--- src/blht_pkg.sv ---
// Package for the bond length histogram trainer.
// Holds field widths, codes, sequencer states and the control structs
// shared by the arithmetic unit, the counter store and the top level.
`default_nettype none

package blht_pkg;

  localparam int COORD_W   = 20;
  localparam int SQ_W      = 40;
  localparam int SUM_W     = 42;
  localparam int ROOT_W    = 21;
  localparam int REM_W     = 24;
  localparam int COUNT_W   = 32;
  localparam int WIDTH_W   = 11;
  localparam int BINCNT_W  = 7;
  localparam int KIND_W    = 3;
  localparam int RBIN_W    = 6;
  localparam int CFG_IDX_W = 1;
  localparam int STEP_W    = 5;

  localparam int BOND_KINDS = 6;

  localparam logic [KIND_W-1:0]    KIND_GATED    = 3'd5;
  localparam logic [SUM_W-1:0]     GATE_LIMIT_SQ = 42'd589824;
  localparam logic [COUNT_W-1:0]   COUNT_MAX     = 32'hFFFF_FFFF;
  localparam logic [RBIN_W-1:0]    BIN_CLIP      = 6'd63;
  localparam logic [STEP_W-1:0]    MUL_LAST      = 5'd6;
  localparam logic [STEP_W-1:0]    STEP_LAST     = 5'(ROOT_W - 1);

  localparam logic               OP_ACCUM = 1'b0;
  localparam logic               OP_READ  = 1'b1;

  localparam logic [CFG_IDX_W-1:0] REG_BIN_WIDTH = 1'b0;
  localparam logic [CFG_IDX_W-1:0] REG_BIN_COUNT = 1'b1;

  typedef enum logic [2:0] {
    S_IDLE,
    S_MUL,
    S_SQRT,
    S_DINIT,
    S_DIV,
    S_LOOK,
    S_RMW
  } state_t;

  typedef struct packed {
    logic load;
    logic mul;
    logic sqrt;
    logic div_init;
    logic div;
  } arith_cmd_t;

  typedef struct packed {
    logic rd;
    logic wr_obs;
    logic wr_ref;
  } store_cmd_t;

endpackage

`default_nettype wire

--- src/blht_arith.sv ---
// Shared arithmetic unit: one multiplier for the squared axis differences
// and one subtract/compare unit shared by the square root and the divide.
// Depends on blht_pkg.
`default_nettype none

module blht_arith import blht_pkg::*; (
  input  logic                         clk,
  input  arith_cmd_t                   cmd,
  input  logic [2:0]                   idx,
  input  logic [2:0][COORD_W-1:0]      first_pt,
  input  logic [2:0][COORD_W-1:0]      second_pt,
  input  logic [2:0][COORD_W-1:0]      gate_pt,
  input  logic [WIDTH_W-1:0]           divisor,
  output logic [ROOT_W-1:0]            quotient,
  output logic                         gate_near
);

  logic [2:0][COORD_W-1:0] pa;
  logic [2:0][COORD_W-1:0] pb;
  logic [2:0][COORD_W-1:0] pg;

  logic [SQ_W-1:0]   prod;
  logic [2:0]        prod_idx;
  logic              prod_ok;
  logic [SUM_W-1:0]  dist_sum;
  logic [SUM_W-1:0]  gate_sum;
  logic [ROOT_W-1:0] root;
  logic [ROOT_W-1:0] quo;
  logic [REM_W-1:0]  rem;

  logic signed [COORD_W:0] diff;
  logic [COORD_W-1:0]      mag;
  logic [COORD_W-1:0]      op_a;
  logic [COORD_W-1:0]      op_b;

  logic [REM_W-1:0]  sub_a;
  logic [REM_W-1:0]  sub_b;
  logic [REM_W:0]    sub_d;
  logic              sub_ge;
  logic [REM_W-1:0]  sqrt_rs;
  logic [WIDTH_W:0]  div_rs;

  always_comb begin
    op_a = pa[0];
    op_b = pb[0];
    case (idx)
      3'd0: begin op_a = pa[0]; op_b = pb[0]; end
      3'd1: begin op_a = pa[1]; op_b = pb[1]; end
      3'd2: begin op_a = pa[2]; op_b = pb[2]; end
      3'd3: begin op_a = pa[0]; op_b = pg[0]; end
      3'd4: begin op_a = pa[1]; op_b = pg[1]; end
      3'd5: begin op_a = pa[2]; op_b = pg[2]; end
      default: begin op_a = pa[0]; op_b = pa[0]; end
    endcase
    diff = {op_a[COORD_W-1], op_a} - {op_b[COORD_W-1], op_b};
    mag  = diff[COORD_W] ? COORD_W'(-diff) : diff[COORD_W-1:0];
  end

  assign sqrt_rs = {rem[REM_W-3:0], dist_sum[SUM_W-1:SUM_W-2]};
  assign div_rs  = {rem[WIDTH_W-1:0], quo[ROOT_W-1]};

  always_comb begin
    if (cmd.div) begin
      sub_a = REM_W'(div_rs);
      sub_b = REM_W'(divisor);
    end else begin
      sub_a = sqrt_rs;
      sub_b = REM_W'({root, 2'b01});
    end
    sub_d  = {1'b0, sub_a} - {1'b0, sub_b};
    sub_ge = !sub_d[REM_W];
  end

  always_ff @(posedge clk) begin
    if (cmd.load) begin
      pa       <= first_pt;
      pb       <= second_pt;
      pg       <= gate_pt;
      dist_sum <= '0;
      gate_sum <= '0;
      prod_ok  <= 1'b0;
      root     <= '0;
      rem      <= '0;
    end else if (cmd.mul) begin
      prod     <= SQ_W'(mag) * SQ_W'(mag);
      prod_idx <= idx;
      prod_ok  <= (idx < 3'd6);
      if (prod_ok) begin
        if (prod_idx < 3'd3) begin
          dist_sum <= dist_sum + SUM_W'(prod);
        end else begin
          gate_sum <= gate_sum + SUM_W'(prod);
        end
      end
    end else if (cmd.sqrt) begin
      dist_sum <= {dist_sum[SUM_W-3:0], 2'b00};
      rem      <= sub_ge ? sub_d[REM_W-1:0] : sqrt_rs;
      root     <= {root[ROOT_W-2:0], sub_ge};
    end else if (cmd.div_init) begin
      quo <= root;
      rem <= '0;
    end else if (cmd.div) begin
      rem <= sub_ge ? sub_d[REM_W-1:0] : REM_W'(div_rs);
      quo <= {quo[ROOT_W-2:0], sub_ge};
    end
  end

  assign quotient  = quo;
  assign gate_near = (gate_sum < GATE_LIMIT_SQ);

endmodule

`default_nettype wire

--- config.mk ---
export PLATFORM = sky130hd
export DESIGN_NAME = blht_arith
export DESIGN_NICKNAME = d
export VERILOG_FILES = /design/src/blht_pkg.sv /design/src/blht_arith.sv
export SDC_FILE = /design/constraint.sdc
export NUM_CORES = 2
export LEC_CHECK = 0
export ABC_AREA = 1
export BUFFER_PORTS_ARGS = -buffer_cell sky130_fd_sc_hd__buf_2
export CAP_MARGIN = 20
export CORE_MARGIN = 10
export CORE_UTILIZATION = 45
export DETAILED_ROUTE_END_ITERATION = 16
export GPL_TIMING_DRIVEN = 0
export PLACE_DENSITY = 0.67
export SETUP_SLACK_MARGIN = 0.15
export SLEW_MARGIN = 25
export SYNTH_ARGS = -nofsm -noshare
export SYNTH_HDL_FRONTEND = slang
export SYNTH_SLANG_ARGS = --single-unit
--- constraint.sdc ---
create_clock -name clk -period 29.9 [get_ports clk]
set_clock_uncertainty 0.1 [all_clocks]
set_input_delay 1.495 -clock clk [delete_from_list [all_inputs] [get_ports clk]]
set_output_delay 1.495 -clock clk [all_outputs]
set_load 0.005 [all_outputs]
## Word-level counts from Yosys, hierarchy flattened

Index checks and enable logic that the tools add are counted.

| cells by class | value |
|---|---|
| add/sub/neg operators | 5 |
| $mul | 1 |
| divide/modulo/power cells | 0 |
| magnitude comparators | 3 |
| eq/ne operators | 7 |
| shift operators | 0 |
| mux-type cells | 16 |
| bitwise operators | 4 |
| reductions and logical operators | 13 |

Operator list:

| cell | number |
|---|---|
| 42-bit 2-to-1 mux | 4 |
| 20-bit case mux with 6 select lines | 1 |
| 22-bit 2-to-1 mux | 5 |
| 42-bit by 40-bit adder with 42-bit output | 2 |
| 42-bit by 20-bit < comparator with 1-bit output (second input constant) | 1 |
| 21-bit 2-to-1 mux | 2 |
| 20-bit by 20-bit multiplier with 40-bit output | 1 |
| 20-bit case mux with 2 select lines | 1 |
| 24-bit by 23-bit subtractor with 25-bit output | 1 |
| 24-bit 2-to-1 mux | 1 |
| 23-bit 2-to-1 mux | 1 |
| 20-bit by 20-bit subtractor with 21-bit output | 1 |
| 20-bit 2-to-1 mux | 1 |
| 20-bit negator | 1 |
| 3-bit by 2-bit equality test with 1-bit output (second input constant) | 2 |
| 3-bit equality test (second input constant) | 2 |
| 2-bit AND reduction | 3 |
| 3-bit AND reduction | 2 |
| 2-bit by 1-bit inequality test with 1-bit output (second input constant) | 2 |
| 1-bit NOT | 4 |
| 4-bit AND reduction | 1 |
| 2-bit nonzero test | 2 |
| 2-bit OR reduction | 2 |
| 3-bit by 1-bit equality test with 1-bit output (second input constant) | 1 |
| 5 further kinds | 5 |

| word-level totals | value |
|---|---|
| bits in registers | 372 |
| latch bits | 0 |
| bits in writable memories | 0 |
| memory bits (read-only) | 0 |
| input bits | 200 |
| output and inout port bits | 22 |
| word-level logic and storage cells | 66 |
| memories | 0 |

## Longest topological paths before layout

| logic depth | value |
|---|---|
| word-level depth | 7 |
| gate-level depth with buffers | 56 |

## Worst setup path before layout

Ideal clock, no wire load.

| timing | value |
|---|---|
| kind | input to register |
| start | input port idx[1] |
| end | register prod[34], data pin |
| arrival | 10.115 ns |
| data required time | 29.541 ns |
| path slack | 19.427 ns |
| cell stages on the path | 52 |
| buffers on the path | 2 |
| cell sequence | inv_1 > nand2_1 > nor2_1 > nor2_1 > inv_1 > nor2_1 > clkbuf_1 > inv_1 > nor2_1 > a221oi_1 > ha_1 > fa_1 > inv_1 > nand2_1 > nand2_1 > nand3_1 > nand2_1 > nand2_1 > (+16 left out) > fa_1 > fa_1 > fa_1 > inv_1 > fa_1 > inv_1 > ha_1 > a21oi_1 > o21ai_0 > a21oi_1 > nand3_1 > nand2_1 > nand2_1 > a21boi_0 > o21ai_1 > nand2_1 > nand2_1 > xor2_1 |

| on the way | value |
|---|---|
| word-level cells in the longest chain between the ends | 7 |
| elaborated cells on any way between the ends | 14 |
| classes of those cells | add/sub (2); mul (1); eq/ne (5); mux (3); reduce/logical (3) |

Ends and longest elaborated chain:

| what | line | text |
|---|---|---|
| start, declared | blht_arith.sv:9 | `input logic [2:0] idx,` |
| 3-bit equality test, or another cell as far along | blht_arith.sv:46 | `case (idx)` |
| 2-bit OR reduction (no source line) | - |  |
| 20-bit case mux with 2 select lines | blht_arith.sv:46 |  |
| 20-bit by 20-bit subtractor with 21-bit output * | blht_arith.sv:55 | `diff = {op_a[COORD_W-1], op_a} - {op_b[COORD_W-1], op_b};` |
| 20-bit negator | blht_arith.sv:56 | `mag = diff[COORD_W] ? COORD_W'(-diff) : diff[COORD_W-1:0];` |
| 20-bit 2-to-1 mux * | blht_arith.sv:56 |  |
| 20-bit by 20-bit multiplier with 40-bit output * | blht_arith.sv:85 | `prod <= SQ_W'(mag) * SQ_W'(mag);` |
| end signal, assigned | blht_arith.sv:85 |  |
| end, declared | blht_arith.sv:22 | `logic [SQ_W-1:0] prod;` |

Every way passes the cells marked *; elsewhere a longest branch is shown, timed or not.
A chain may end at the register's enable or synchronous reset.

## Worst setup path after layout

| timing | value |
|---|---|
| start | input port idx[1] |
| end | register prod[36], data pin |

The elaborated chain is that of the path after synthesis.

==> metrics list <==
- The detailed router finished its first iteration with around 2500 violations.
* Transition time at the pin with the least slew margin: approximately 1 ns
* Setup-violating endpoint count in the final report: 0
* Area grow syn2layout: 11.33%
* RSZ-0062 raised after global routing: false
* Final critical-path share of the clock period: 0.4005
* # placed instances: about 5400
- The tree is rooted in a clkbuf_16.
- In this run, synthesis produced a sequential element count of 371.
- The top cell types in the final layout, fill and taps aside, are 811 x nand2_1, 734 x inv_1, 458 x nor2_1.
- Net Count, Synth: between 4000 and 5000
- Entering global routing, the biggest net connects slightly below 100 pins.
* Number of placed I/O pins: around 220
- Clk sink count: between 300 and 400
- Max-cap violations in this run came to 0.
- Number of port buffers: ~220
- Hold buffers post-CTS: 0
- The number of antenna violations at the first check in global routing came to 10.
* Arr. time, crit path: 12.22 ns
- Overall fraction of global-route tracks in use: 0.2371
- Vias: slightly below 30000
* Setup Crit Path Kind: in2reg
- No sink is reached through more buffers than the 3 on the longest clock path.
- Setup total negative slack on the finished layout was measured at 0 ns.
- The number of max-slew violations in the final report was 0.
- Multi-input combinational cell area: ~21000 um2
* Leading cell type in the layout, fill and taps excluded: nand2_1
- For this run, the register share of the synthesized area comes to 0.2879.
- Clock-pin slew was measured on the worst setup and hold paths at approximately 0.060 ns.
* Combined flip-flop and latch cell area: about 9900 um2
* Number of buffers added by the clock tree synthesis step: 42
- Dividing the detail-routed wire length by the instance count gives approximately 19 um.
* Minimum clock period: ~12 ns
- The count of nets left with antenna violations once routing finished came out at 0.
- For the worst setup path, the data required time is 30.14 ns.
- Wire length of the first global-routing pass: roughly 160 mm
- Initial cell density of the core: 0.4524
* Critical path capture point type: register
- Max transition margin: 0.3487
- The core region is between 70000 and 80000 um2.
- Cell Rows: around 100
* Avg Synthesized Cell Area: 8.098 um2
- Post-DR vias/cell: around 5.3
- The final layout contains approximately 5300 nets.
- The pre-antenna-repair detailed-routing pass consisted of 6 iterations.
- H-tree levels: 2
- Of all flip-flops after synthesis, the portion carrying an async set or reset was 0.
* DRC errors left: 0
* Worst min-delay path category: reg2reg
* CTS resizes: 0
- On the worst path, the slowest cell contributes a delay of 0.57 ns.
* X dimension of the die: 295.9 um
- EDFF count, synth: ~240
- Maximum clock frequency: approximately 84 MHz
- Non-filler instance count after layout: 5521
* Slowest CP cell: clkbuf_1
- Critical path startpoint category: primary input
- The congestion estimate from routability-driven global placement came to around 0.95.
- Total global routing overflow: 0
* Count of mapped cells out of synthesis: roughly 4200
- The via count of the first global-routing pass came to approximately 29000.
* Number of distinct library cells after synthesis: 61
- The final number of hold-violating endpoints came to 0.
- Max FO, Critical Path: 10
- In the final layout, the share of cells above drive strength 1 is 0.09243.
- Ys flop type: edfxtp_1
* Clock tree from TritonCTS: done
- The die is a little under 300 um tall.
- DRT Wirelength: approximately 100 mm
- Area of the mapped netlist: roughly 34000 um2
- The number of setup buffers added after CTS is 0.
- The run finished with clean final reports.
- The die covers a little under 90000 um2.
- For the worst-skew pair, the clock arrives at the later sink with an insertion delay of roughly 0.6 ns.
- Placed wire-length estimate after detailed placement: approximately 85 mm
* Fill cell count: 7234
- For this run, the number of Yosys warnings is 0.
[final timing paths]
| check | from | cells past startpoint | end | slack, ns |
|---|---|---|---|---|
| hold / removal | rem[19] | 2 | rem[19] | 0.36 |
| setup reg to reg | pg[0] | 42 | prod[36] | 19.34 |
| setup / recovery | idx[1] | 46 | prod[36] | 17.93 |
| hold reg to reg | rem[19] | 2 | rem[19] | 0.36 |
[through the flow]
step                      cell area [um2]    util  setup slack (ns)  hold WS (ns)
after detailed placement            36680  0.4845             17.48        0.3577
after global routing                38130  0.5037             17.16        0.3808
final                               38130  0.5037             17.93        0.3640
after CTS                           38100  0.5034             18.06        0.3662
after global placement              36580  0.4832             17.52        0.3514
after floorplan                     34250       -             19.43        0.3343
[critical path, delay by kind of cell]
kind                       cells  cell delay (ns)
and+or+nand+nor               16             1.95
adders and majority gates      9             4.49
AOI/OAI and AO/OA              8             1.47
xor gates and xnor gates       2             0.67
buffers and inverters         11             2.13
[final cells by class]
cell class,count,share of cell area
inverter,762,0.07508
buffer,104,0.01227
antenna,10,0.0006563
multi-input combinational,2992,0.5527
timing repair buffer,227,0.03124
tap,978,0.03209
sequential,371,0.2586
clock inverter,27,0.007974
clock buffer,50,0.02944
[cells in the mapped netlist (33+ instances only)]
library cell	instances	area [um2]
nand3_1	154	770.7
edfxtp_1	243	7297
fa_1	283	5665
a21oi_1	268	1341
xor2_1	68	595.6
a31oi_1	33	206.5
nand2_1	811	3044
o21ai_0	248	1241
clkbuf_1	75	281.5
nand4_1	54	337.8
ha_1	271	3391
o211ai_1	35	262.8
xnor2_1	37	324.1
inv_1	734	2755
nor2_1	459	1723
dfxtp_1	128	2562
[cell families (layout without fill, tap and decap cells)]
family,count (synthesis),count (layout),synth area share
AOI/OAI and AO/OA,718,718,0.1202
xor gates and xnor gates,114,114,0.03178
adders and majority gates,554,554,0.2644
buffers and inverters,866,1170,0.09725
DFF,371,371,0.2879
muxes,8,8,0.002338
other,0,10,0
and+or+nand+nor,1598,1598,0.1961
[routing by layer]
layer,track usage,vias up,share of wire
li1,-,14286,-
met1,0.3031,13888,0.42
met2,0.4056,905,0.48
met3,0.02627,193,0.057
met4,0.09559,0,0.041
met5,0,-,0
[registers in the layout (all words and copies together), names as in the netlist]
signal	count
pa	60
pb	60
pg	60
dist_sum	42
gate_sum	42
prod	39
rem	22
quotient	21
root	21
prod_idx	3
prod_ok	1
Power is left out: the tool's default activity adds up to more than one toggle a clock period on the data nets, which glitch-free logic cannot reach.
